$ cat src/rtl/cau_pkg.sv
`timescale 1ns / 1ps
// ----------------------------------------------------------------------------
// cau_pkg
// Shared widths, opcode and status codes and pipeline types of the complex
// arithmetic unit.
// ----------------------------------------------------------------------------
package cau_pkg;

   localparam int DATA_WIDTH = 16;
   localparam int FRAC_BITS  = 12;

   localparam int OP_W   = 3;
   localparam int STAT_W = 2;
   localparam int KIND_W = 2;

   localparam int PROD_W     = 2 * DATA_WIDTH;
   localparam int PASS_W     = 2 * DATA_WIDTH + 1;
   localparam int QB         = DATA_WIDTH + 1;
   localparam int MW         = 3 * DATA_WIDTH + FRAC_BITS + 1;
   localparam int NUM_STAGES = QB + 3;

   localparam logic [OP_W-1:0] OP_ADD  = 3'd0;
   localparam logic [OP_W-1:0] OP_SUB  = 3'd1;
   localparam logic [OP_W-1:0] OP_MUL  = 3'd2;
   localparam logic [OP_W-1:0] OP_CONJ = 3'd3;
   localparam logic [OP_W-1:0] OP_DIV  = 3'd4;

   localparam logic [STAT_W-1:0] ST_OK  = 2'd0;
   localparam logic [STAT_W-1:0] ST_SAT = 2'd1;
   localparam logic [STAT_W-1:0] ST_DZ  = 2'd2;

   localparam logic [KIND_W-1:0] KIND_PASS = 2'd0;
   localparam logic [KIND_W-1:0] KIND_DIV  = 2'd1;
   localparam logic [KIND_W-1:0] KIND_DZ   = 2'd2;

   typedef logic signed [DATA_WIDTH-1:0] data_type;

   typedef struct packed {
      logic [OP_W-1:0]          op;
      data_type                 a_re;
      data_type                 a_im;
      data_type                 b_re;
      data_type                 b_im;
      logic signed [PROD_W-1:0] p_rr;
      logic signed [PROD_W-1:0] p_ii;
      logic signed [PROD_W-1:0] p_ri;
      logic signed [PROD_W-1:0] p_ir;
      logic signed [PROD_W-1:0] p_bb;
      logic signed [PROD_W-1:0] p_cc;
   } mul_type;

   typedef struct packed {
      logic [KIND_W-1:0]        kind;
      logic signed [PASS_W-1:0] val_re;
      logic signed [PASS_W-1:0] val_im;
      logic                     neg_re;
      logic                     neg_im;
      logic                     ovf_re;
      logic                     ovf_im;
      logic [MW-1:0]            rem_re;
      logic [MW-1:0]            rem_im;
      logic [MW-1:0]            div;
      logic [QB-1:0]            q_re;
      logic [QB-1:0]            q_im;
   } cell_type;

   typedef struct packed {
      data_type          res_re;
      data_type          res_im;
      logic [STAT_W-1:0] status;
   } out_type;

endpackage

$ cat src/rtl/cau_mul_stage.sv
`timescale 1ns / 1ps
// ----------------------------------------------------------------------------
// cau_mul_stage
// First pipeline stage: registers the operands and the six partial products.
// ----------------------------------------------------------------------------
module cau_mul_stage (
   input  logic                         clock,
   input  logic                         load,
   input  logic [cau_pkg::OP_W-1:0]     op,
   input  cau_pkg::data_type            a_re,
   input  cau_pkg::data_type            a_im,
   input  cau_pkg::data_type            b_re,
   input  cau_pkg::data_type            b_im,
   output cau_pkg::mul_type             mul_q
);
   import cau_pkg::*;

   mul_type mul_ff;
   mul_type mul_in;

   always_comb begin
      mul_in.op   = op;
      mul_in.a_re = a_re;
      mul_in.a_im = a_im;
      mul_in.b_re = b_re;
      mul_in.b_im = b_im;
      mul_in.p_rr = PROD_W'(a_re * b_re);
      mul_in.p_ii = PROD_W'(a_im * b_im);
      mul_in.p_ri = PROD_W'(a_re * b_im);
      mul_in.p_ir = PROD_W'(a_im * b_re);
      mul_in.p_bb = PROD_W'(b_re * b_re);
      mul_in.p_cc = PROD_W'(b_im * b_im);
   end

   always_ff @(posedge clock) begin
      if (load) begin
         mul_ff <= mul_in;
      end
   end

   assign mul_q = mul_ff;
endmodule

$ cat config.mk
export PLATFORM = sky130hd
export DESIGN_NAME = cau_mul_stage
export DESIGN_NICKNAME = d
export VERILOG_FILES = /design/src/rtl/cau_pkg.sv /design/src/rtl/cau_mul_stage.sv
export SDC_FILE = /design/constraint.sdc
export NUM_CORES = 2
export LEC_CHECK = 0
export BUFFER_PORTS_ARGS = -buffer_cell sky130_fd_sc_hd__buf_2
export CAP_MARGIN = 20
export CORE_ASPECT_RATIO = 1.2
export CORE_MARGIN = 5
export CORE_UTILIZATION = 65
export DETAILED_ROUTE_END_ITERATION = 12
export PLACE_DENSITY = 0.93
export REMOVE_ABC_BUFFERS = 1
export SETUP_SLACK_MARGIN = 0.2
export SYNTH_ARGS = -nofsm -noshare
export SYNTH_HDL_FRONTEND = slang
export SYNTH_SLANG_ARGS = --single-unit
$ cat constraint.sdc
create_clock -name clock -period 10.5 [get_ports clock]
set_clock_uncertainty 0.15 [all_clocks]
set_input_delay 1.575 -clock clock [delete_from_list [all_inputs] [get_ports clock]]
set_output_delay 1.575 -clock clock [all_outputs]
set_load 0.005 [all_outputs]
Word level (Yosys, flattened, before mapping):

Cells that the tools add are included.

* bits in registers: 259
* bits of input ports: 69
* output and inout port bits: 259

* multiply operators: 6

Operators with widths (number)
* 16-bit by 16-bit multiplier with 32-bit output: 6

Logic depth before layout (Yosys ltp):

* word-level depth: 1
* mapped depth: 26
* depth with buffers taken out: 23

Worst setup path after synthesis:

No wires, ideal clock.

* path kind: input -> register
* start point: input b_im[2]
* end point: register mul_ff (netlist bit mul_q[127]), data pin
* arrival time: 7.438 ns
* data required time: 10.176 ns
* path slack: 2.737 ns
* stages: 22
* buffers on the path: 3
* cell sequence: clkbuf_1 -> clkbuf_1 -> nand2_1 -> inv_1 -> fa_1 -> fa_1 -> fa_1 -> fa_1 -> fa_1 -> inv_1 -> fa_1 -> inv_1 -> ha_1 -> clkbuf_1 -> nand4_1 -> nor4_1 -> nand3_1 -> nand3_1 -> o21a_1 -> o31a_1 -> nor4_1 -> a311oi_1

RTL lines
* start, declared: RTL line cau_mul_stage.sv:13 `input cau_pkg::data_type b_im,`
* end signal, assigned: RTL line cau_mul_stage.sv:37 `mul_ff <= mul_in;`
* end, declared: RTL line cau_mul_stage.sv:18 `mul_type mul_ff;`

==> impl_metrics.py <==
metrics = {
    "timing": {
        "drv_slew": 0,
        "period_needed_ps": 8590,
        "max_freq_ghz": 0.116,
        "setup_viol": 0,
        "finalHoldViolCount": 0,
        "tightest_slew_ps": 1110,
        "holdWs_ps": 989,
        "post-route-period-util": 0.818,
        "slew_headroom": 0.261,
        "rsz0062_at_grt": "false",
        "final.setup.tns_ps": 0,
    },
    "cts": {
        "clock_path_buffers": 3,
        "htreeDepth": 2,
        "numCtsBuffers": 37,
        "holdBufCountCts": 0,
        "clockRootBuffer": "clkbuf_16",
        "cts.repair.resized": 0,
        "cts_tree": "built",
        "postCtsSetupBuffers": 0,
        "clock-sinks": 255,
        "clkSlewWorstSetupHoldPaths_ps": 60,
    },
    "route": {
        "dr.pass1.iters": 9,
        "drt_wl_total_um": 173000,
        "ant_nets": 0,
        "drc": 0,
        "via_per_inst": 5.98,
        "vias": 48500,
        "post_drt_wl_per_cell_um": 21.4,
        "drt_iter0_markers": 4833,
    },
    "outcome": {
        "status": "finished clean",
    },
    "final_layout": {
        "drive_above_1_share": 0.0681,
        "area_growth_syn_to_layout_pct": 5.96,
        "nets": 8876,
        "final.fill_count": 6270,
        "largest_register_ffs": 255,
    },
    "logic_synthesis": {
        "synth.avg_cell_area_um2": 9.80,
        "synth_cell_type_count": 80,
        "synth_seq_area_share": 0.117,
        "async_flop_share": 0,
        "netlist.area_leader.share": 0.466,
        "synthCells": 6653,
        "synth_edf_count": 255,
        "synth.area.top_cells": "fa_1 47%, edfxtp_1 12%, inv_1 10%",
        "ys_ff_latch": 255,
        "syn-cell-area_um2": 65200,
        "synth_top_area_cell": "fa_1",
        "ys.flop_type": "edfxtp_1",
        "ys_warn_count": 0,
    },
    "global_routing": {
        "grt_max_degree": 95,
        "gr-usage-all-layers": 0.331,
        "antenna_found_initial": 7,
        "grt_pass1_wl_um": 280000,
        "grt_pass1_vias": 55400,
        "grt_remaining_overflow": 0,
    },
    "hold_path": {
        "worstHoldPathType": "in -> reg",
    },
    "placed_design": {
        "globalplace.congestion": 0.946,
        "io_buffers": 325,
        "place_hpwl_um": 127000,
    },
    "setup_path": {
        "slowest_delay_ps": 800,
        "path_max_fanout": 39,
        "cp_data_arrival_time_ps": 8780,
        "worst_setup_path_end_kind": "flop",
        "critPathSlowestCell": "fa_1",
        "worstSetupStartpointType": "input port",
        "cp.required_ps": 10690,
        "path_class": "in -> reg",
        "crit_chain": "buf_2 > inv_1 > nor2_1 > fa_1 > fa_1 > inv_1 > fa_1 > fa_1 > inv_1 > fa_1 > inv_1 > fa_1 > inv_1 > ha_1 > a21oi_1 > nor2_1 > nor2_1 > o2111ai_1 > a31o_2 > a21oi_1 > xnor2_1",
        "cp_common_cell": "fa_1",
    },
    "die": {
        "ios": 328,
        "die_h_um": 357,
        "die-area_um2": 107000,
        "initial_utilization": 0.653,
        "coreArea_um2": 99800,
        "die_width_um": 299,
        "fp-row-count": 127,
    },
    "flow_run": {
        "drv_cap": 0,
    },
}
-- synth_stat cells (9+ instances only) --
| library cell | n |
|---|---|
| nor2b_1 | 17 |
| nor3_1 | 31 |
| a21o_1 | 45 |
| o21ai_0 | 76 |
| nor4_1 | 9 |
| a21oi_1 | 125 |
| nand4_1 | 15 |
| nand2_1 | 669 |
| a31oi_1 | 15 |
| o21a_1 | 31 |
| nand2b_1 | 32 |
| o2111ai_1 | 9 |
| a31o_2 | 12 |
| clkbuf_1 | 264 |
| ha_1 | 504 |
| nor2_1 | 180 |
| buf_1 | 9 |
| o21bai_1 | 27 |
| inv_1 | 1778 |
| or2_2 | 11 |
| fa_1 | 1517 |
| nand3_1 | 40 |
| o211ai_1 | 20 |
| xor2_1 | 48 |
| xnor2_1 | 174 |
| and3_1 | 12 |
| edfxtp_1 | 255 |
| and2_1 | 587 |
| a211oi_1 | 30 |
-- worst max-delay path: cells and delay by family --
family / cells / cell delay, ps
xor+xnor: 1 / 80
simple gates: 3 / 740
fa+ha+maj: 7 / 3940
compound gates: 4 / 900
buf+inv: 6 / 1530
-- kinds of logic (layout without fill, tap and decap cells) --
family,Yosys count,count (layout),synth area share
compound gates,453,453,0.0465
xor+xnor,222,222,0.0298
fa+ha+maj,2021,2021,0.563
buf+inv,2058,2219,0.119
flops,255,255,0.117
mux,5,5,0.000787
other cells,1,4,0.0000575
simple gates,1638,1638,0.124
-- stage by stage --
step / utilization / setup WS [ps] / std cells / area, um^2
after floorplan: - / 2750 / 6375 / 64100
after global placement: 0.679 / 1970 / 8033 / 67700
after detailed placement: 0.679 / 1690 / 8033 / 67700
after CTS: 0.691 / 2220 / 8101 / 69000
after global routing: 0.692 / 1670 / 8105 / 69100
final: 0.692 / 1910 / 8107 / 69100
-- path summary, 6_finish.rpt --
check	startpoint	endpoint	slack, ps	depth (start not counted)
worst max-delay path	b_im[2]	mul_q[31]$_DFFE_PP_	1910	21
worst min-delay path	op[2]	mul_q[258]$_DFFE_PP_	990	1
-- layout by cell type, fill, tap and decap left out, types with 43 or more instances in the layout --
master / Yosys / layout
fa_1: 1517 / 1517
buf_2: 0 / 324
xnor2_1: 174 / 174
xor2_1: 48 / 48
edfxtp_1: 255 / 255
nand2_1: 669 / 669
o21ai_0: 76 / 76
ha_1: 504 / 504
and2_1: 587 / 587
buf_4: 4 / 43
inv_1: 1778 / 1778
nor2_1: 180 / 180
a21oi_1: 125 / 125
a21o_1: 45 / 45
-- area by class of cell --
type                    count  area, um^2  share of cell area
clock inverters            24         295             0.00427
clock buffers              44         973              0.0141
flip-flops and latches    255        7660               0.111
inverters                1779        6680              0.0967
multi-input cells        4341       49800               0.721
repair buffers            372        2060              0.0298
diodes                      2        5.00           0.0000724
well taps                1290        1610              0.0234
-- metal layers --
| layer | wire [um] | share of wire | vias to the layer above | GRT usage |
|---|---|---|---|---|
| met4 | 13900 | 0.080 | 6 | 0.212 |
| met2 | 83200 | 0.48 | 3391 | 0.547 |
| li1 | - | - | 19900 | - |
| met1 | 56000 | 0.32 | 24100 | 0.392 |
| met5 | 44 | 0.00025 | - | 0 |
| met3 | 20100 | 0.12 | 1087 | 0.0810 |
Power is left out: the tool's default activity adds up to more than one toggle a clock period on the data nets, which glitch-free logic cannot reach.
