### src/rtl/cau_pkg.sv
`timescale 1ns / 1ps
// ----------------------------------------------------------------------------
// cau_pkg
// Shared widths, opcode and status codes and pipeline types of the complex
// arithmetic unit.
// ----------------------------------------------------------------------------
package cau_pkg;

   localparam int DATA_WIDTH = 16;
   localparam int FRAC_BITS  = 12;

   localparam int OP_W   = 3;
   localparam int STAT_W = 2;
   localparam int KIND_W = 2;

   localparam int PROD_W     = 2 * DATA_WIDTH;
   localparam int PASS_W     = 2 * DATA_WIDTH + 1;
   localparam int QB         = DATA_WIDTH + 1;
   localparam int MW         = 3 * DATA_WIDTH + FRAC_BITS + 1;
   localparam int NUM_STAGES = QB + 3;

   localparam logic [OP_W-1:0] OP_ADD  = 3'd0;
   localparam logic [OP_W-1:0] OP_SUB  = 3'd1;
   localparam logic [OP_W-1:0] OP_MUL  = 3'd2;
   localparam logic [OP_W-1:0] OP_CONJ = 3'd3;
   localparam logic [OP_W-1:0] OP_DIV  = 3'd4;

   localparam logic [STAT_W-1:0] ST_OK  = 2'd0;
   localparam logic [STAT_W-1:0] ST_SAT = 2'd1;
   localparam logic [STAT_W-1:0] ST_DZ  = 2'd2;

   localparam logic [KIND_W-1:0] KIND_PASS = 2'd0;
   localparam logic [KIND_W-1:0] KIND_DIV  = 2'd1;
   localparam logic [KIND_W-1:0] KIND_DZ   = 2'd2;

   typedef logic signed [DATA_WIDTH-1:0] data_type;

   typedef struct packed {
      logic [OP_W-1:0]          op;
      data_type                 a_re;
      data_type                 a_im;
      data_type                 b_re;
      data_type                 b_im;
      logic signed [PROD_W-1:0] p_rr;
      logic signed [PROD_W-1:0] p_ii;
      logic signed [PROD_W-1:0] p_ri;
      logic signed [PROD_W-1:0] p_ir;
      logic signed [PROD_W-1:0] p_bb;
      logic signed [PROD_W-1:0] p_cc;
   } mul_type;

   typedef struct packed {
      logic [KIND_W-1:0]        kind;
      logic signed [PASS_W-1:0] val_re;
      logic signed [PASS_W-1:0] val_im;
      logic                     neg_re;
      logic                     neg_im;
      logic                     ovf_re;
      logic                     ovf_im;
      logic [MW-1:0]            rem_re;
      logic [MW-1:0]            rem_im;
      logic [MW-1:0]            div;
      logic [QB-1:0]            q_re;
      logic [QB-1:0]            q_im;
   } cell_type;

   typedef struct packed {
      data_type          res_re;
      data_type          res_im;
      logic [STAT_W-1:0] status;
   } out_type;

endpackage

### src/rtl/cau_out_stage.sv
`timescale 1ns / 1ps
// ----------------------------------------------------------------------------
// cau_out_stage
// Last pipeline stage: signs the quotients, saturates both parts and forms
// the status code into the output register.
// ----------------------------------------------------------------------------
module cau_out_stage (
   input  logic              clock,
   input  logic              load,
   input  cau_pkg::cell_type cell_d,
   output cau_pkg::out_type  out_q
);
   import cau_pkg::*;

   localparam logic signed [PASS_W-1:0] MAX_V =
      PASS_W'((64'd1 << (DATA_WIDTH - 1)) - 64'd1);
   localparam logic signed [PASS_W-1:0] MIN_V = -MAX_V - PASS_W'(1);

   out_type out_ff;
   out_type out_in;

   logic signed [PASS_W-1:0] v_re;
   logic signed [PASS_W-1:0] v_im;
   logic                     sat_re;
   logic                     sat_im;
   data_type                 c_re;
   data_type                 c_im;

   function automatic logic signed [PASS_W-1:0] div_val(
      input logic neg, input logic ovf, input logic [QB-1:0] q);
      logic signed [PASS_W-1:0] m;
      m = ovf ? (PASS_W'(1) << DATA_WIDTH) : PASS_W'(q);
      return neg ? -m : m;
   endfunction

   always_comb begin
      case (cell_d.kind)
         KIND_DIV: begin
            v_re = div_val(cell_d.neg_re, cell_d.ovf_re, cell_d.q_re);
            v_im = div_val(cell_d.neg_im, cell_d.ovf_im, cell_d.q_im);
         end
         KIND_DZ: begin
            v_re = '0;
            v_im = '0;
         end
         default: begin
            v_re = cell_d.val_re;
            v_im = cell_d.val_im;
         end
      endcase
      sat_re = (v_re > MAX_V) || (v_re < MIN_V);
      sat_im = (v_im > MAX_V) || (v_im < MIN_V);
      c_re = (v_re > MAX_V) ? MAX_V[DATA_WIDTH-1:0] :
             (v_re < MIN_V) ? MIN_V[DATA_WIDTH-1:0] : v_re[DATA_WIDTH-1:0];
      c_im = (v_im > MAX_V) ? MAX_V[DATA_WIDTH-1:0] :
             (v_im < MIN_V) ? MIN_V[DATA_WIDTH-1:0] : v_im[DATA_WIDTH-1:0];
      out_in.res_re = c_re;
      out_in.res_im = c_im;
      if (cell_d.kind == KIND_DZ) begin
         out_in.status = ST_DZ;
      end else if (sat_re || sat_im) begin
         out_in.status = ST_SAT;
      end else begin
         out_in.status = ST_OK;
      end
   end

   always_ff @(posedge clock) begin
      if (load) begin
         out_ff <= out_in;
      end
   end

   assign out_q = out_ff;
endmodule

### config.mk
export PLATFORM = sky130hd
export DESIGN_NAME = cau_out_stage
export DESIGN_NICKNAME = d
export VERILOG_FILES = /design/src/rtl/cau_pkg.sv /design/src/rtl/cau_out_stage.sv
export SDC_FILE = /design/constraint.sdc
export NUM_CORES = 1
export LEC_CHECK = 0
export BUFFER_PORTS_ARGS = -buffer_cell sky130_fd_sc_hd__clkbuf_2
export CAP_MARGIN = 20
export CORE_AREA = 3 3 126 128
export CTS_CLUSTER_SIZE = 14
export DETAILED_ROUTE_END_ITERATION = 6
export DIE_AREA = 0 0 129 131
export PLACE_DENSITY = 0.62
export SYNTH_ARGS = -nofsm -noshare
export SYNTH_HDL_FRONTEND = slang
export SYNTH_SLANG_ARGS = --single-unit
### constraint.sdc
create_clock -name clock -period 6 [get_ports clock]
set_input_delay 1.2 -clock clock [delete_from_list [all_inputs] [get_ports clock]]
set_output_delay 1.2 -clock clock [all_outputs]
set_load 0.03 [all_outputs]
# ---- After elaboration in Yosys (flattened, before gate mapping)
# Index checks and enable logic that the tools add are counted.
dict set report op_classes {
  n_eq_ne 2
  mux 9
  addsub 2
  n_lt_le_gt_ge 4
  reduce_logical 3
}
# op count
set op_table {}
lappend op_table {{33-bit one-hot mux with 2 select lines} 2}
lappend op_table {{33-bit by 16-bit > comparator with 1-bit output, second input constant} 2}
lappend op_table {{33-bit by 16-bit less-than comparator with 1-bit output, second input constant} 2}
lappend op_table {{33-bit 2-to-1 mux} 2}
lappend op_table {{17-bit negation with 33-bit output} 2}
lappend op_table {{17-bit 2-to-1 mux} 2}
lappend op_table {{16-bit 2-to-1 mux} 2}
lappend op_table {{1-bit logical OR} 3}
lappend op_table {{2-bit by 1-bit equality test with 1-bit output, second input constant} 1}
lappend op_table {{2-bit equality test, second input constant} 1}
lappend op_table {{1-bit 2-to-1 mux} 1}
dict set report word_totals {
  inputBits 291
  regBits 34
  word_cells 23
  output_inout_bits 34
}

# ---- Depth between registers and ports, before layout
# Gate-level depths: netlist (run 1).
dict set report logic_depth {
  word_depth 8
  ltp_mapped 16
  ltp_nobuf 12
}

# ---- Least setup slack after synthesis (run 1)
# OpenSTA, ideal clock, no wires.
dict set report synth_timing {
  path_type {input to register}
  start {input port cell_d[217] (netlist name)}
  end {register out_ff (netlist bit out_q[10]), data pin}
  cell_stages 16
  t_arrival_ns 3.831
  path_buffers 4
  slack_ns 1.899
  required_time_ns 5.730
  setup_ns 0.270
  path_cell_list {clkbuf_1 > clkbuf_1 > nand2b_1 > ha_1 > clkbuf_1 > nand3_1 > nor4_1 > o21a_1 > ha_1 > o211ai_1 > a22oi_1 > o211ai_1 > nor2_1 > nor2_1 > clkbuf_1 > o21ai_0}
}
dict set report synth_via {
  elab_chain_cells 6
  word_cells_on_any_way 7
}
# item line_no
set synth_rtl {}
lappend synth_rtl {{start, declared} cau_out_stage.sv:10} ;# input cau_pkg::cell_type cell_d,
lappend synth_rtl {{17-bit 2-to-1 mux (*)} cau_out_stage.sv:32} ;# m = ovf ? (PASS_W'(1) << DATA_WIDTH) : PASS_W'(q);
lappend synth_rtl {{17-bit negation with 33-bit output} cau_out_stage.sv:33} ;# return neg ? -m : m;
lappend synth_rtl {{33-bit 2-to-1 mux (*)} cau_out_stage.sv:33}
lappend synth_rtl {{33-bit one-hot mux with 2 select lines (*)} cau_out_stage.sv:37} ;# case (cell_d.kind)
lappend synth_rtl {{33-bit by 16-bit less-than comparator with 1-bit output} cau_out_stage.sv:56} ;# (v_im < MIN_V) ? MIN_V[DATA_WIDTH-1:0] : v_im[DATA_WIDTH-1:0];
lappend synth_rtl {{16-bit 2-to-1 mux} cau_out_stage.sv:56}
lappend synth_rtl {{end signal, assigned} cau_out_stage.sv:70} ;# out_ff <= out_in;
lappend synth_rtl {{end, declared} cau_out_stage.sv:19} ;# out_type out_ff;
# Mark *: on every way between the ends. The rest lies on a longest branch, timed or not.
# A chain may end at the register's enable or synchronous reset.

# ---- Worst setup path after layout (run 1)
dict set report layout_timing {
  start {input port cell_d[217] (netlist name)}
  end {register out_ff (netlist bit out_q[3]), data pin}
}
# The elaborated chain is that of the path after synthesis.

==> results of run 1 <==
-- cell families (layout without fill, tap and decap cells) --
kind of cell | Yosys count | in the layout | synth area share, %
AO/OA/AOI/OAI | 118 | 118 | 25.4
XOR/XNOR | 14 | 14 | 4.21
adder cells (fa/ha/maj) | 6 | 6 | 2.58
buffers and inverters | 28 | 160 | 3.91
flip-flops | 34 | 34 | 35.0
multiplexers | 4 | 4 | 1.42
other | 0 | 1 | 0
AND/OR/NAND/NOR | 146 | 146 | 27.5
-- final cells by class --
type	count	area, µm²
multi-input cells	288	1780
diodes	1	2.50
flip-flops and latches	34	1020
inverters	9	33.8
well taps	188	235
repair buffers	143	721
clock inverters	2	8.76
fillers	1642	11000
clock buffers	6	129
-- Yosys cell counts (all sizes together) (5+ instances only) --
library cell and count:
edfxtp 34, a31oi 8, nor2 23, inv 9, nand4 12, o31ai 7
or3 5, nor4 15, nor3 14, ha 6, xnor2 14, nand3b 6
or4 6, nand3 6, o21ai 42, nand2b 9, nor2b 5, a22oi 21
a21oi 16, nand2 31, clkbuf 17
-- final timing paths --
check / endpoint / depth (start not counted)
worst max-delay path: out_q[3] / 13
worst min-delay path: out_q[1] / 2
-- metrics by stage --
step | area (µm²) | hold WS, ns | util (%)
3_3_place_gp | 3790 | 1.56 | 25.3
4_1_cts | 3930 | 1.28 | 26.2
2_1_floorplan | 2920 | 1.31 | -
3_5_place_dp | 3790 | 1.57 | 25.3
6_report | 3930 | 1.29 | 26.2
5_1_grt | 3930 | 1.29 | 26.2
-- per-layer routing --
| metal | vias up | routed length [µm] | global-route usage (%) |
|---|---|---|---|
| met5 | - | 0 | 0 |
| met2 | 127 | 4500 | 17.6 |
| met3 | 5 | 1150 | 4.76 |
| li1 | 1636 | - | - |
| met1 | 1465 | 5100 | 17.4 |
| met4 | 0 | 104 | 2.78 |
-- power by group --
group          total [mW]  internal, mW  switching [mW]
Sequential          0.315         0.305         0.00969
Combinational       0.292        0.0963           0.196
Clock               0.240         0.151          0.0889
==> flow_metrics.py, run 1 <==
metrics = {
    "grt": {
        "grt_max_degree": 35,
        "track_usage_pct": 12.3,
        "grt_pass1_wl_mm": 16.3,
        "grt_overflow_total": 0,
        "antenna_found_initial": 0,
        "grt_pass1_vias": 2949,
    },
    "layout": {
        "mostFrequentLayoutCell": "clkbuf_2",
        "layout_common_cells": "141 x clkbuf_2, 36 x o21ai_0, 34 x edfxtp_1, 31 x nand2_1, 23 x nor2_1",
        "stdcell_count": 671,
        "largest_reg_flops": 34,
        "layout-drive-gt1-share_pct": 32.0,
        "syn_to_final_growth_pct": 34.8,
        "final_nets": 778,
    },
    "synthesis": {
        "synth_flop_cell": "edfxtp_1",
        "ys_types": 48,
        "synth_top_area_share_pct": 35.0,
        "yosys_warnings": 0,
        "async_reset_ff_share_pct": 0,
        "synth_area_leaders": "edfxtp_1 35%, o21ai_0 6.2%, a22oi_1 5.4%",
        "ys_seq_elements": 34,
        "synth_area_per_cell_um2": 8.33,
        "syn_nets": 647,
        "seq_area_frac_synth_pct": 35.0,
        "synth_area_um2": 2920,
        "postSynthCellCount": 350,
        "synth_edf_count": 34,
        "synth_area_leader_cell": "edfxtp_1",
    },
    "die": {
        "core_area_um2": 15000,
        "die_area_um2": 16900,
        "die_h_um": 131,
        "io_pins": 325,
        "initial_utilization_pct": 19.5,
        "rows": 45,
        "die_x_um": 129,
    },
    "place": {
        "dpl_worst_slack_ns": 1.46,
        "hpwl_mm": 9.03,
        "dpl.cell_count": 662,
        "place.gp.congestion": 0.834,
        "portBuffers": 141,
    },
    "cts": {
        "clockBufferDepth": 2,
        "cts.sinks": 34,
        "postCtsResizedCells": 0,
        "ctsRootBufferMaster": "clkbuf_16",
        "htreeDepth": 2,
        "clk_pin_slew_ns": 0.05,
        "cts_tree": "done",
        "cts_setup_buffers": 0,
        "cts_hold_buffers": 0,
        "cts-buffers-inserted": 5,
    },
    "critical_path": {
        "cp_max_fo": 19,
        "crit_type": "input pin to register",
        "startpoint": "cell_d[217]",
        "crit_family": "simple AND/OR/NAND/NOR gates",
        "crit_required_ns": 5.98,
        "critical_path.cell_chain": "clkbuf_2, nand2b_1, ha_1, nand3_1, nor4_1, o21a_1, ha_1, o211ai_1, a22oi_1, o211ai_1, nor2_1, nor2_1, o21ai_0",
        "crit_buf_inv": 1,
        "critical-path-max-stage-delay_ns": 0.63,
        "end_kind": "register",
        "arrival_ns": 4.28,
        "cpMaxStageDelayCell": "nor2_1",
        "start_kind": "input pin",
    },
    "detailed_routing": {
        "antenna_left": 0,
        "wirelength_mm": 10.9,
        "drt_iter0_drc": 215,
        "wl_per_cell_um": 16.2,
        "viasPerCell": 4.82,
        "drc_errors": 0,
        "vias": 3233,
        "drt_pre_antenna_iters": 5,
    },
    "timing": {
        "fmax_mhz": 233,
        "finalHoldViolations": 0,
        "layout_min_cycle_time_ns": 4.30,
        "post-route-period-util_pct": 71.7,
        "tightest_slew_ns": 0.824,
        "rsz0062_at_grt": "false",
        "fin_tns_setup_ns": 0,
        "setup_viol": 0,
        "relSlewSlack_pct": 44.8,
        "final-max-slew-violation-count": 0,
        "setup_slack_ns": 1.70,
    },
    "min_path": {
        "hold_start": "cell_d[288]",
        "min_path_type": "input pin to register",
    },
    "power_and_ir_drop": {
        "vdd_drop_max_uv": 90.4,
        "p_per_area_nw_per_um2": 216,
        "fin_total_pwr_mw": 0.847,
        "p_leak_nw": 1.54,
    },
    "run": {
        "drv_cap": 0,
    },
    "run_status": {
        "status": "complete, no violations",
    },
}
Power figures use the tool's default switching activity.
==> inputs of run 2 (changes only) <==
--- a/config.mk
+++ b/config.mk
@@ -7,11 +7,11 @@
 export LEC_CHECK = 0
 export BUFFER_PORTS_ARGS = -buffer_cell sky130_fd_sc_hd__clkbuf_2
 export CAP_MARGIN = 20
-export CORE_AREA = 3 3 126 128
+export CORE_AREA = 3 3 125 127
 export CTS_CLUSTER_SIZE = 14
 export DETAILED_ROUTE_END_ITERATION = 6
-export DIE_AREA = 0 0 129 131
-export PLACE_DENSITY = 0.62
+export DIE_AREA = 0 0 128 130
+export PLACE_DENSITY = 0.64
 export SYNTH_ARGS = -nofsm -noshare
 export SYNTH_HDL_FRONTEND = slang
 export SYNTH_SLANG_ARGS = --single-unit
==> constraint.sdc (replaced) <==
create_clock -name clock -period 3.5 [get_ports clock]
set_input_delay 0.7 -clock clock [delete_from_list [all_inputs] [get_ports clock]]
set_output_delay 0.7 -clock clock [all_outputs]
set_load 0.03 [all_outputs]
==> run 2 against run 1 <==
- cell count up 1.8%
- non-clock buffer count up 17
- die area down 1.5%
- critical path depth unchanged
- core utilization up 1.7 points
- sequential power up 72%
- clock-buffer cell count unchanged
- largest power group unchanged
==> flow_metrics.py, run 2 (synthesized netlist as in run 1, its figures left out) <==
metrics = {
    "critical_path": {
        "startpoint": "cell_d[22]",
        "arrival_ns": 3.25,
        "crit_top_cell": "o21ai_0",
        "cp_max_fo": 13,
        "critical-path-max-stage-delay_ns": 0.57,
        "critical_path.cell_chain": "clkbuf_2, or4_1, nor3_1, nand3_1, o22ai_1, ha_1, o21ai_0, o21ai_0, a21oi_1, o211ai_1, nand2b_1, buf_12, o21ai_0",
        "crit_required_ns": 3.51,
        "start_kind": "input pin",
        "crit_buf_inv": 2,
        "end_kind": "register",
        "crit_family": "simple AND/OR/NAND/NOR gates",
        "crit_type": "input pin to register",
        "cpMaxStageDelayCell": "or4_1",
    },
    "cts": {
        "cts.sinks": 34,
        "cts_setup_buffers": 0,
        "postCtsResizedCells": 0,
        "cts_hold_buffers": 0,
        "ctsRootBufferMaster": "clkbuf_16",
        "cts_tree": "done",
        "cts-buffers-inserted": 5,
        "clk_pin_slew_ns": 0.05,
        "htreeDepth": 2,
        "clockBufferDepth": 2,
    },
    "grt": {
        "antenna_found_initial": 0,
        "track_usage_pct": 12.8,
        "grt_max_degree": 35,
        "grt_pass1_vias": 3098,
        "grt_pass1_wl_mm": 16.8,
        "grt_overflow_total": 0,
    },
    "power_and_ir_drop": {
        "p_leak_nw": 1.62,
        "p_per_area_nw_per_um2": 363,
        "vdd_drop_max_uv": 167,
    },
    "detailed_routing": {
        "antenna_left": 0,
        "drt_iter0_drc": 141,
        "drc_errors": 0,
        "wl_per_cell_um": 16.1,
        "drt_pre_antenna_iters": 4,
        "vias": 3315,
        "viasPerCell": 4.85,
        "wirelength_mm": 11.0,
    },
    "timing": {
        "rsz0062_at_grt": "false",
        "final-max-slew-violation-count": 0,
        "relSlewSlack_pct": 44.1,
        "fin_tns_setup_ns": 0,
        "tightest_slew_ns": 0.838,
        "setup_viol": 0,
        "fmax_mhz": 310,
        "post-route-period-util_pct": 92.3,
        "layout_min_cycle_time_ns": 3.23,
        "finalHoldViolations": 0,
    },
    "die": {
        "initial_utilization_pct": 20.1,
        "core_area_um2": 14500,
        "io_pins": 325,
        "die_area_um2": 16600,
        "die_h_um": 130,
        "rows": 44,
        "die_x_um": 128,
    },
    "place": {
        "portBuffers": 141,
        "hpwl_mm": 9.11,
        "place_area_um2": 3930,
        "dpl.cell_count": 675,
        "place.gp.congestion": 0.867,
    },
    "layout": {
        "diodes": 0,
        "layout_common_cells": "141 x clkbuf_2, 36 x o21ai_0, 34 x edfxtp_1, 31 x nand2_1, 23 x nor2_1",
        "final_nets": 795,
        "largest_reg_flops": 34,
        "n_fill_cell": 1608,
        "final_cell_area_um2": 4060,
        "multi_input_area_um2": 1780,
        "mostFrequentLayoutCell": "clkbuf_2",
        "register_area_um2": 1020,
        "stdcell_count": 683,
        "syn_to_final_growth_pct": 39.4,
        "layout-drive-gt1-share_pct": 34.3,
    },
    "run_status": {
        "status": "complete, no violations",
    },
    "min_path": {
        "min_path_type": "input pin to register",
        "hold_start": "cell_d[266]",
    },
    "run": {
        "drv_cap": 0,
    },
}
-- run 2: cell type report --
| cell class | count | area share (%) |
|---|---|---|
| repair buffers | 160 | 21.2 |
| multi-input cells | 288 | 43.8 |
| flip-flops and latches | 34 | 25.1 |
| clock inverters | 2 | 0.216 |
| well taps | 184 | 5.67 |
| inverters | 9 | 0.831 |
| clock buffers | 6 | 3.17 |
-- run 2: power by group --
| group | switching, mW | total [mW] | internal (mW) |
|---|---|---|---|
| clock | 0.154 | 0.413 | 0.259 |
| sequential | 0.0182 | 0.541 | 0.523 |
| combinational | 0.338 | 0.521 | 0.183 |
| total | 0.510 | 1.48 | 0.966 |
-- run 2: metal layers --
layer / routed length, µm / share of wire [%] / up-vias / GRT usage [%]
met2: 4620 / 42 / 130 / 18.1
li1: - / - / 1671 / -
met3: 847 / 7.7 / 10 / 3.19
met4: 142 / 1.3 / 0 / 3.31
met1: 5410 / 49 / 1504 / 19.4
met5: 0 / 0 / - / 0
-- run 2: worst paths after layout --
kind	cells after the start	slack (ns)	endpoint
setup / recovery	13	0.27	out_q[21]
hold / removal	3	0.79	out_q[30]
-- run 2: through the flow --
stage,hold WS (ns),util [%],power [mW],setup WS (ns)
5_1_grt,0.800,28.0,1.56,0.0180
4_1_cts,0.783,28.0,1.49,0.282
6_report,0.789,28.0,1.48,0.269
3_5_place_dp,1.07,27.0,1.07,0.0132
2_1_floorplan,0.812,-,0.846,0.0584
3_3_place_gp,1.06,27.0,1.07,0.0493
