**config.mk**
```make
export PLATFORM = sky130hd
export DESIGN_NAME = cau_div_cell
export DESIGN_NICKNAME = d
export VERILOG_FILES = /design/src/rtl/cau_pkg.sv /design/src/rtl/cau_div_cell.sv
export SDC_FILE = /design/constraint.sdc
export NUM_CORES = 1
export LEC_CHECK = 0
export BUFFER_PORTS_ARGS = -buffer_cell sky130_fd_sc_hd__buf_2
export CORE_AREA = 2 2 226 228
export CTS_CLUSTER_SIZE = 12
export DETAILED_ROUTE_END_ITERATION = 10
export DIE_AREA = 0 0 228 230
export PLACE_DENSITY = 0.65
export SLEW_MARGIN = 20
export SYNTH_ARGS = -nofsm -noshare
export SYNTH_HDL_FRONTEND = slang
export SYNTH_SLANG_ARGS = --single-unit
```
**constraint.sdc**
```tcl
create_clock -name clock -period 6 [get_ports clock]
set_input_delay 0.6 -clock clock [delete_from_list [all_inputs] [get_ports clock]]
set_output_delay 0.6 -clock clock [all_outputs]
set_load 0.005 [all_outputs]
```
**src/rtl/cau_pkg.sv**
```systemverilog
`timescale 1ns / 1ps
// ----------------------------------------------------------------------------
// cau_pkg
// Shared widths, opcode and status codes and pipeline types of the complex
// arithmetic unit.
// ----------------------------------------------------------------------------
package cau_pkg;

   localparam int DATA_WIDTH = 16;
   localparam int FRAC_BITS  = 12;

   localparam int OP_W   = 3;
   localparam int STAT_W = 2;
   localparam int KIND_W = 2;

   localparam int PROD_W     = 2 * DATA_WIDTH;
   localparam int PASS_W     = 2 * DATA_WIDTH + 1;
   localparam int QB         = DATA_WIDTH + 1;
   localparam int MW         = 3 * DATA_WIDTH + FRAC_BITS + 1;
   localparam int NUM_STAGES = QB + 3;

   localparam logic [OP_W-1:0] OP_ADD  = 3'd0;
   localparam logic [OP_W-1:0] OP_SUB  = 3'd1;
   localparam logic [OP_W-1:0] OP_MUL  = 3'd2;
   localparam logic [OP_W-1:0] OP_CONJ = 3'd3;
   localparam logic [OP_W-1:0] OP_DIV  = 3'd4;

   localparam logic [STAT_W-1:0] ST_OK  = 2'd0;
   localparam logic [STAT_W-1:0] ST_SAT = 2'd1;
   localparam logic [STAT_W-1:0] ST_DZ  = 2'd2;

   localparam logic [KIND_W-1:0] KIND_PASS = 2'd0;
   localparam logic [KIND_W-1:0] KIND_DIV  = 2'd1;
   localparam logic [KIND_W-1:0] KIND_DZ   = 2'd2;

   typedef logic signed [DATA_WIDTH-1:0] data_type;

   typedef struct packed {
      logic [OP_W-1:0]          op;
      data_type                 a_re;
      data_type                 a_im;
      data_type                 b_re;
      data_type                 b_im;
      logic signed [PROD_W-1:0] p_rr;
      logic signed [PROD_W-1:0] p_ii;
      logic signed [PROD_W-1:0] p_ri;
      logic signed [PROD_W-1:0] p_ir;
      logic signed [PROD_W-1:0] p_bb;
      logic signed [PROD_W-1:0] p_cc;
   } mul_type;

   typedef struct packed {
      logic [KIND_W-1:0]        kind;
      logic signed [PASS_W-1:0] val_re;
      logic signed [PASS_W-1:0] val_im;
      logic                     neg_re;
      logic                     neg_im;
      logic                     ovf_re;
      logic                     ovf_im;
      logic [MW-1:0]            rem_re;
      logic [MW-1:0]            rem_im;
      logic [MW-1:0]            div;
      logic [QB-1:0]            q_re;
      logic [QB-1:0]            q_im;
   } cell_type;

   typedef struct packed {
      data_type          res_re;
      data_type          res_im;
      logic [STAT_W-1:0] status;
   } out_type;

endpackage

```
**src/rtl/cau_div_cell.sv**
```systemverilog
`timescale 1ns / 1ps
// ----------------------------------------------------------------------------
// cau_div_cell
// One restoring division cell: produces one quotient bit per lane and hands
// the remainders and the halved divisor to the next cell.
// ----------------------------------------------------------------------------
module cau_div_cell (
   input  logic              clock,
   input  logic              load,
   input  cau_pkg::cell_type cell_d,
   output cau_pkg::cell_type cell_q
);
   import cau_pkg::*;

   cell_type cell_ff;
   cell_type cell_in;
   logic     ge_re;
   logic     ge_im;

   always_comb begin
      cell_in = cell_d;
      ge_re = cell_d.rem_re >= cell_d.div;
      ge_im = cell_d.rem_im >= cell_d.div;
      cell_in.rem_re = ge_re ? cell_d.rem_re - cell_d.div : cell_d.rem_re;
      cell_in.rem_im = ge_im ? cell_d.rem_im - cell_d.div : cell_d.rem_im;
      cell_in.q_re   = {cell_d.q_re[QB-2:0], ge_re};
      cell_in.q_im   = {cell_d.q_im[QB-2:0], ge_im};
      cell_in.div    = cell_d.div >> 1;
   end

   always_ff @(posedge clock) begin
      if (load) begin
         cell_ff <= cell_in;
      end
   end

   assign cell_q = cell_ff;
endmodule

```
==> Yosys cells after proc, flatten, opt, wreduce, memory -nomap -nowiden <==
Index checks and enable logic that the tools add are counted.
{ "totals": {"reg_bits": 288, "inputBits": 291, "out_inout_bits": 289, "wordCells": 18} }
{ "op_classes": {"n_addsub": 2, "order_cmp": 2, "n_mux": 2} }
{ "op_table": {"columns": ["op", "n"], "rows": [
  ["greater-or-equal comparator 61 bit", 2],
  ["2-to-1 mux 61 bit", 2],
  ["subtractor 61 bit", 2]
]} }

==> Depth between registers and ports, before layout <==
Gate-level depths: netlist of the first run.
{ "depth": {"depth_word": 2, "depth_mapped": 15, "ltp_nobuf": 13} }

==> Worst setup path before layout of the first run <==
Ideal clock, no wire load.
{ "synth_path": {"path_type": "input port to flip-flop", "start": "input cell_d[56] (netlist bit)", "end": "register cell_ff (netlist bit cell_q[100]), data pin", "setup_time_ns": 0.260, "arrival_ns": 3.374, "required_time_ns": 5.740, "path_slack_ns": 2.365, "cell_stages": 14, "path_buffers": 2, "path_cell_list": "inv_1 ha_1 buf_2 nand3_1 nor2_1 nand4_1 or4b_4 a2111oi_4 o31ai_2 a31oi_4 a31oi_4 inv_6 buf_12 mux2_4"} }
{ "synth_lines": {"columns": ["element", "line_no", "source"], "rows": [
  ["start: declaration", "cau_div_cell.sv:10", "input cau_pkg::cell_type cell_d,"],
  ["end signal: assignment", "cau_div_cell.sv:33", "cell_ff <= cell_in;"],
  ["end: declaration", "cau_div_cell.sv:15", "cell_type cell_ff;"]
]} }

==> flow_metrics.tcl, run 1 <==
set metrics [dict create \
    overflow 0 \
    ant_nets 0 \
    synth.distinct_cells 78 \
    finalNetCount 2562 \
    antenna_found_initial 9 \
    period_minus_slack_ns 4.306 \
    h-tree-depth 2 \
    cp.buffers_inverters 3 \
    leakage_nw 9.845 \
    hold_depth 1 \
    fmax_mhz 232.2 \
    via_per_inst 5.244 \
    cp.arrival_ns 4.58 \
    drt_first_pass_iters 5 \
    io_pins 580 \
    crit_chain "buf_2 -> inv_1 -> ha_1 -> a21oi_1 -> a21o_1 -> a21oi_1 -> o21ai_0 -> a21oi_1 -> a21o_1 -> a311o_1 -> nand3_1 -> o21a_2 -> buf_4 -> mux2_2" \
    yosysWarnings 0 \
    syn_area_sq_um 17920 \
    grt_pass1_wl_microns 90830 \
    period_share 0.7176 \
    crit_path_frequent_cell "a21oi_1" \
    status "completed" \
    fp.dieW_microns 228 \
    drc 0 \
    clock_path_buffers 3 \
    ctsRootBufferMaster "clkbuf_16" \
    worst_pin_slew_ns 0.9869 \
    rsz0062_at_grt "false" \
    hold_slack_ns 0.2293 \
    drive_above_1_share 0.3553 \
    syn2layout_area_growth_pct 25.74 \
    place.gp.congestion 0.9044 \
    vias 14910 \
    largest_reg_flops 288 \
    hp-start "cell_d[221]" \
    min_to "cell_q[221]$_DFFE_PP_" \
    io_buffer_count 576 \
    synth-edff-count 288 \
    synthArstFlopShare 0 \
    cts.sinks 288 \
    cts-resized-gates 0 \
    syn-instance-count 1583 \
    wl_microns 62520 \
    finalSetupViolCount 0 \
    worstPathRequired_ns 6.28 \
    cts_setup_buffers 0 \
    ys.flop_type "edfxtp_1" \
    finalMaxSlewViolations 0 \
    dp_hpwl_microns 50840 \
    path_delay_family "compound AO/OA/AOI/OAI gates" \
    cp_slowest_cell "o21a_2" \
    grt_start_max_net_pins 128 \
    cts_buffers 36 \
    dpl_cell_area_sq_um 21380 \
    startpoint_type "primary input" \
    power_density_nw_per_um2 280.5 \
    path_max_fanout 18 \
    die_area_sq_um 52440 \
    grt_pass1_vias 14760 \
    avgSynthCellArea_sq_um 11.32 \
    die_h_microns 230 \
    critical_path_class "primary input to flop" \
    cts_hold_buffers 0 \
    design.core.area_sq_um 49860 \
    worstSetupEndpointType "flop" \
    fin_setup_tns_ns 0 \
    clk_pin_slew_worst_paths_ns 0.06 \
    maxCapViolCount 0 \
    slew_headroom 0.3421 \
    cts_tree "yes" \
    final_hold_viol_count 0 \
    stdcell_area_sq_um 22540 \
    start_util 0.3595 \
    holdCritPathClass "primary input to flop" \
    num_rows 82 \
    critPathMaxStageDelay_ns 0.55 \
    wl_per_cell_microns 21.98 \
    drtIter0Drc 932 \
    vdd_drop_max_mv 0.1745 \
    seq_area_frac_synth 0.4825 \
    power_mw 6.321 \
    syn-num-nets 1998 \
    grtUsageTotal 0.2284 \
    ys_seq_elements 288 \
]
==> synthesized netlist by cell type, drive strengths merged (5+ instances only) <==
cell,count,area (sq um)
edfxtp,288,8648
nand2,121,454.2
xor2,40,350.3
or2,9,56.30
o21a,21,158.9
o21ai,75,379.1
a21o,48,360.4
xnor2,69,604.3
mux2,113,1483
inv,88,335.3
o21bai,27,202.7
a21boi,5,37.54
nand3,29,150.1
clkbuf,34,127.6
a211oi,7,52.55
o211ai,9,72.57
a21oi,153,769.5
a31oi,25,186.4
nor2,89,334.1
and3,15,93.84
o31ai,6,63.81
nand4,37,231.5
and2,7,43.80
nand2b,14,87.58
buf,21,212.7
nor3,18,90.09
nor4,7,43.79
nor2b,17,106.4
mux2i,8,80.08
ha,122,1526
==> per-layer routing <==
metal | global-route usage | share of wire
met5 | 0 | 0.00043
met4 | 0.05760 | 0.020
met3 | 0.04191 | 0.057
met2 | 0.4096 | 0.51
met1 | 0.2827 | 0.41
==> placed cells by master, fill, tap and decap left out, drive strengths merged, types with 8 or more instances in the layout <==
master / count
buf: 581
or2: 9
o21a: 21
o211ai: 9
and3: 15
nor2b: 17
o21bai: 27
a21o: 48
clkbuf: 39
xor2: 40
a31oi: 25
mux2: 113
nand2b: 14
nand2: 121
nor3: 18
a21oi: 153
clkinv: 12
edfxtp: 288
o21ai: 75
inv: 90
xnor2: 69
nor2: 89
nand3: 29
mux2i: 8
nand4: 37
ha: 122
==> layout make-up <==
class	instances	area (sq um)
tap	672	840.8
clock inverter	19	231.5
fill	4801	27330
sequential	288	8648
timing repair buffer	581	2955
clock buffer	39	912.1
inverter	88	335.3
antenna	5	12.51
multi-input combinational	1152	8601
==> cell families (layout without fill, tap and decap cells) <==
family                     Yosys count  in the layout  share of synthesized area
AOI/OAI and AO/OA                  419            419                     0.1504
and+or+nand+nor                    378            378                     0.1014
DFF                                288            288                     0.4825
buffers and inverters              143            727                    0.03770
adders and majority gates          124            124                    0.08740
muxes                              121            121                    0.08719
xor gates and xnor gates           109            109                    0.05326
other                                1              6                  0.0002092
==> stage by stage <==
| stage | std cells | setup slack (ns) | utilization |
|---|---|---|---|
| finish | 2844 | 1.694 | 0.4520 |
| global route | 2843 | 1.508 | 0.4519 |
| CTS | 2839 | 1.690 | 0.4517 |
| detailed placement | 2781 | 1.130 | 0.4288 |
| global placement | 2781 | 1.152 | 0.4288 |
| floorplan | 1583 | 2.365 | - |
==> power by group <==
group          internal (mW)  leakage (nW)  switching, mW
Sequential              2.48          2.82         0.0603
Clock                   1.31         0.563          0.855
Combinational          0.722          6.46          0.894
Total                   4.51          9.85           1.81
==> how the worst max path moves through the flow <==
stage / startpoint / endpoint / cells past startpoint
6_report: cell_d[36] / cell_q[189]$_DFFE_PP_ / 14
5_1_grt: cell_d[36] / cell_q[188]$_DFFE_PP_ / 14
4_1_cts: cell_d[36] / cell_q[189]$_DFFE_PP_ / 14
3_5_place_dp: cell_d[36] / cell_q[189]$_DFFE_PP_ / 14
3_3_place_gp: cell_d[36] / cell_q[185]$_DFFE_PP_ / 14
2_1_floorplan: cell_d[56] / cell_q[100]$_DFFE_PP_ / 14
No activity file was read; power rests on OpenSTA's default activity.
==> inputs of run 2 (changes only) <==
--- a/config.mk
+++ b/config.mk
@@ -6,10 +6,10 @@
 export NUM_CORES = 1
 export LEC_CHECK = 0
 export BUFFER_PORTS_ARGS = -buffer_cell sky130_fd_sc_hd__buf_2
-export CORE_AREA = 2 2 226 228
+export CORE_AREA = 2 2 225 227
 export CTS_CLUSTER_SIZE = 12
 export DETAILED_ROUTE_END_ITERATION = 10
-export DIE_AREA = 0 0 228 230
+export DIE_AREA = 0 0 227 229
 export PLACE_DENSITY = 0.65
 export SLEW_MARGIN = 20
 export SYNTH_ARGS = -nofsm -noshare
==> constraint.sdc (replaced) <==
create_clock -name clock -period 4.05 [get_ports clock]
set_input_delay 0.405 -clock clock [delete_from_list [all_inputs] [get_ports clock]]
set_output_delay 0.405 -clock clock [all_outputs]
set_load 0.005 [all_outputs]
==> flow_metrics.tcl, run 2 (synthesis gave the netlist of run 1 again) <==
set metrics [dict create \
    status "completed" \
    cp_slowest_cell "nor4_1" \
    clk_pin_slew_worst_paths_ns 0.06 \
    power_density_nw_per_um2 398.7 \
    die_area_sq_um 51980 \
    cts_buffers 35 \
    maxCapViolCount 0 \
    rsz0062_at_grt "false" \
    largest_reg_flops 288 \
    startpoint_type "primary input" \
    min_to "cell_q[231]$_DFFE_PP_" \
    start_util 0.3609 \
    die_h_microns 229 \
    antenna_found_initial 17 \
    grt_pass1_wl_microns 92630 \
    worstSetupEndpointType "flop" \
    syn2layout_area_growth_pct 30.15 \
    drc 0 \
    drt_first_pass_iters 6 \
    crit_chain "buf_2 -> inv_1 -> ha_1 -> nand2_1 -> nor4_1 -> o2111ai_1 -> o211ai_1 -> a221oi_1 -> o311ai_1 -> buf_4 -> nand2_1 -> o21ai_0 -> xor2_1 -> mux2_2" \
    dp_hpwl_microns 52350 \
    worst_pin_slew_ns 0.9300 \
    holdCritPathClass "primary input to flop" \
    period_minus_slack_ns 3.584 \
    final_cell_mix "575 x buf_2, 288 x edfxtp_1, 152 x a21oi_1" \
    finalNetCount 2667 \
    io_buffer_count 576 \
    critical_path_class "primary input to flop" \
    vdd_drop_max_mv 0.3130 \
    dpl_cell_area_sq_um 22180 \
    stdcell_area_sq_um 23330 \
    fmax_mhz 279.0 \
    place.gp.congestion 0.9176 \
    cts-resized-gates 0 \
    hold_depth 1 \
    hold_slack_ns 0.02885 \
    via_per_inst 5.231 \
    vias 15440 \
    ant_nets 0 \
    wl_per_cell_microns 21.59 \
    grt_pass1_vias 15230 \
    io_pins 580 \
    final_hold_viol_count 0 \
    slew_headroom 0.3800 \
    num_rows 82 \
    overflow 0 \
    clock_path_buffers 3 \
    crit_path_frequent_cell "nand2_1" \
    cts.sinks 288 \
    dp_slack_ns -0.07329 \
    setup_slack_ns 0.4662 \
    grtUsageTotal 0.2366 \
    cts_tree "yes" \
    drive_above_1_share 0.3803 \
    fp.dieW_microns 227 \
    placed_cells 2879 \
    design.core.area_sq_um 49660 \
    cp.arrival_ns 3.87 \
    hp-start "cell_d[231]" \
    layout_commonest_cell "buf_2" \
    wl_microns 63730 \
    finalSetupViolCount 0 \
    grt_start_max_net_pins 106 \
    instances_no_fill 2952 \
    finalMaxSlewViolations 0 \
    worstPathRequired_ns 4.34 \
    period_share 0.8849 \
    leakage_nw 10.32 \
    num-fill-cells 4697 \
    ctsRootBufferMaster "clkbuf_16" \
    h-tree-depth 2 \
    critPathMaxStageDelay_ns 0.55 \
    path_max_fanout 4 \
    drtIter0Drc 822 \
]
-- run 2: stage by stage --
stage | TNS [ns] | power, mW | utilization
3_3_place_gp | -0.4792 | 6.338 | 0.4466
4_1_cts | 0 | 9.386 | 0.4694
5_1_grt | 0 | 9.720 | 0.4696
3_5_place_dp | -0.7246 | 6.357 | 0.4466
2_1_floorplan | 0 | 5.250 | -
6_report | 0 | 9.302 | 0.4698
-- run 2: how the worst max path moves through the flow --
stage	from	cells after the start	end
global route	cell_d[49]	14	cell_q[203]$_DFFE_PP_
CTS	cell_d[36]	15	cell_q[215]$_DFFE_PP_
floorplan	cell_d[56]	14	cell_q[100]$_DFFE_PP_
global placement	cell_d[36]	15	cell_q[215]$_DFFE_PP_
finish	cell_d[50]	14	cell_q[203]$_DFFE_PP_
detailed placement	cell_d[36]	15	cell_q[215]$_DFFE_PP_
-- run 2: where the power goes --
group | switching [mW] | internal (mW)
clock network | 1.28 | 1.71
registers | 0.0881 | 3.68
logic | 1.36 | 1.18
total | 2.73 | 6.57
-- run 2: metal layers --
| layer | wire [microns] | global-route usage | share of wire | up-vias |
|---|---|---|---|---|
| li1 | - | - | - | 7304 |
| met3 | 4944 | 0.05799 | 0.078 | 118 |
| met2 | 31300 | 0.4106 | 0.49 | 614 |
| met4 | 1576 | 0.06842 | 0.025 | 18 |
| met5 | 120 | 0 | 0.0019 | - |
| met1 | 25790 | 0.2895 | 0.40 | 7388 |
-- run 2: final cells by class --
class	instances	area, sq um	area share
well taps	672	840.8	0.03604
multi-input cells	1152	8601	0.3687
diodes	8	20.02	0.0008582
inverters	88	335.3	0.01437
clock inverters	16	150.1	0.006436
repair buffers	687	3834	0.1643
clock buffers	41	898.4	0.03851
flip-flops and latches	288	8648	0.3707
-- run 2: critical path: cells and delay by family --
family	cells	cell delay [ns]
adders and majority gates	1	0.37
xor gates and xnor gates	1	0.12
AOI/OAI and AO/OA	5	1.56
and+or+nand+nor	3	0.74
buffers and inverters	3	0.39
muxes	1	0.29
-- run 2: repair_timing --
| action | 4_1_cts | 5_1_grt |
|---|---|---|
| endpoints found under the hold margin | 8 | 0 |
| hold buffers | 8 | 0 |
| buffers inserted | 0 | 0 |
==> inputs of run 3 (changes only) <==
==> config.mk (replaced) <==
export PLATFORM = sky130hd
export DESIGN_NAME = cau_div_cell
export DESIGN_NICKNAME = d
export VERILOG_FILES = /design/src/rtl/cau_pkg.sv /design/src/rtl/cau_div_cell.sv
export SDC_FILE = /design/constraint.sdc
export NUM_CORES = 1
export LEC_CHECK = 0
export CORE_AREA = 2 2 226 228
export CTS_BUF_LIST = sky130_fd_sc_hd__clkbuf_16
export CTS_CLUSTER_SIZE = 12
export DETAILED_ROUTE_END_ITERATION = 10
export DIE_AREA = 0 0 228 230
export DONT_BUFFER_PORTS = 1
export PLACE_DENSITY = 0.55
export SLEW_MARGIN = 20
export SYNTH_ARGS = -nofsm -noshare
export SYNTH_HDL_FRONTEND = slang
export SYNTH_SLANG_ARGS = --single-unit
==> flow_metrics.tcl, run 3 (synthesis gave the netlist of run 1 again) <==
set metrics [dict create \
    slew_headroom 0.2435 \
    worst_pin_slew_ns 1.135 \
    grtUsageTotal 0.2344 \
    fin_setup_tns_ns 0 \
    via_per_inst 5.453 \
    path_max_fanout 4 \
    layout_commonest_cell "edfxtp_1" \
    final_hold_viol_count 0 \
    cp.buffers_inverters 4 \
    setup_slack_ns 0.4203 \
    vdd_drop_max_mv 0.2340 \
    cts_buffers 35 \
    critical_path_class "primary input to flop" \
    final_util 0.4391 \
    dpl_cell_area_sq_um 19010 \
    design.core.area_sq_um 49860 \
    period_share 0.8962 \
    fmax_mhz 275.5 \
    placed_cells 2269 \
    place.gp.congestion 0.9283 \
    cp_slowest_cell "a21oi_1" \
    stdcell_area_sq_um 21890 \
    instances_no_fill 2496 \
    finalSetupViolCount 0 \
    p_sw_frac 0.2791 \
    intPower_mw 6.723 \
    h-tree-depth 2 \
    ctsRootBufferMaster "clkbuf_16" \
    leakage_nw 8.654 \
    startpoint_type "primary input" \
    die_area_sq_um 52440 \
    final_cell_mix "288 x edfxtp_1, 164 x dlygate4sd3_1, 152 x a21oi_1" \
    drive_above_1_share 0.1432 \
    ant_nets 0 \
    overflow 0 \
    largest_reg_flops 288 \
    drt_first_pass_iters 4 \
    rsz0062_at_grt "false" \
    crit_chain "inv_1 -> ha_1 -> buf_4 -> a21oi_1 -> nor2_1 -> o41ai_1 -> buf_4 -> a2bb2oi_1 -> o31ai_1 -> buf_4 -> a21oi_1 -> a21oi_1 -> a41oi_1 -> xnor2_1 -> mux2_4" \
    period_minus_slack_ns 3.630 \
    dp_slack_ns -0.06448 \
    grt_pass1_wl_microns 91330 \
    num_rows 82 \
    multi_input_area_sq_um 8607 \
    dp_hpwl_microns 49900 \
    die_h_microns 230 \
    cts_tree "yes" \
    grt_start_max_net_pins 226 \
    combPwrFrac 0.216 \
    fp.dieW_microns 228 \
    io_buffer_count 0 \
    start_util 0.3595 \
    hold_slack_ns 0.04828 \
    clk_pin_slew_worst_paths_ns 0.06 \
    wl_per_cell_microns 25.58 \
    path_delay_family "compound AO/OA/AOI/OAI gates" \
    worstPathRequired_ns 4.35 \
    clock_path_buffers 3 \
    regArea_sq_um 8648 \
    pwr-share-clk 0.361 \
    finalMaxSlewViolations 0 \
    drc 0 \
    cts.sinks 288 \
    power_mw 9.327 \
    p_sw_mw 2.603 \
    cts-resized-gates 0 \
    finalNetCount 2214 \
    critPathMaxStageDelay_ns 0.55 \
    drtIter0Drc 938 \
    worstSetupEndpointType "flop" \
    maxCapViolCount 0 \
    status "completed" \
    antenna_found_initial 0 \
    power_density_nw_per_um2 426.0 \
    holdCritPathClass "primary input to flop" \
    num-fill-cells 4750 \
    wl_microns 63850 \
    cp.arrival_ns 3.93 \
    seqPwrFrac 0.422 \
    cts_setup_buffers 0 \
    syn2layout_area_growth_pct 22.15 \
    io_pins 580 \
    vias 13610 \
    grt_pass1_vias 13610 \
]
## run 3: changes by cell type in the layout (fill, tap and decap cells not counted), moves of 2 or more
cell	previous run	this run
clkinv_1	6	3
dlygate4sd3_1	8	164
clkbuf_1	6	0
inv_6	1	3
buf_4	96	64
buf_2	575	0
bufinv_16	2	7
inv_1	87	94
diode_2	8	1
buf_12	7	5
## run 3: final timing paths
| check | start | to | slack, ns | cells after the start |
|---|---|---|---|---|
| worst max-delay path | cell_d[45] | cell_q[153]$_DFFE_PP_ | 0.42 | 15 |
| worst min-delay path | cell_d[213] | cell_q[213]$_DFFE_PP_ | 0.05 | 1 |
## run 3: power by group through the flow
| stage | sequential [mW] | combinational (mW) | clock, mW |
|---|---|---|---|
| 2_1_floorplan | 3.86 | 1.39 | 0 |
| 3_5_place_dp | 4.00 | 1.84 | 0 |
| 6_report | 3.94 | 2.02 | 3.37 |
| 4_1_cts | 3.95 | 2.01 | 3.45 |
| 3_3_place_gp | 4.01 | 1.84 | 0 |
| 5_1_grt | 3.96 | 2.19 | 3.56 |
## run 3: metal layers
| layer | GRT usage | part of all wire | vias up |
|---|---|---|---|
| met5 | 0.009191 | 0.0011 | - |
| met4 | 0.09334 | 0.038 | 2 |
| met3 | 0.06870 | 0.082 | 106 |
| met2 | 0.3939 | 0.48 | 579 |
| met1 | 0.2818 | 0.40 | 6539 |
| li1 | - | - | 6385 |
## run 3: final cells by class
type                    instances  share of cell area
clock buffers                  36             0.04115
multi-input cells            1152              0.3931
clock inverters                25             0.01412
inverters                      88             0.01532
flip-flops and latches        288              0.3950
well taps                     672             0.03840
diodes                          1           0.0001143
repair buffers                234              0.1028
## run 3: repair_timing
item	4_1_cts	5_1_grt
endpoints found under the hold margin	228	0
endpoints found under the setup margin	0	0
hold buffers	165	0
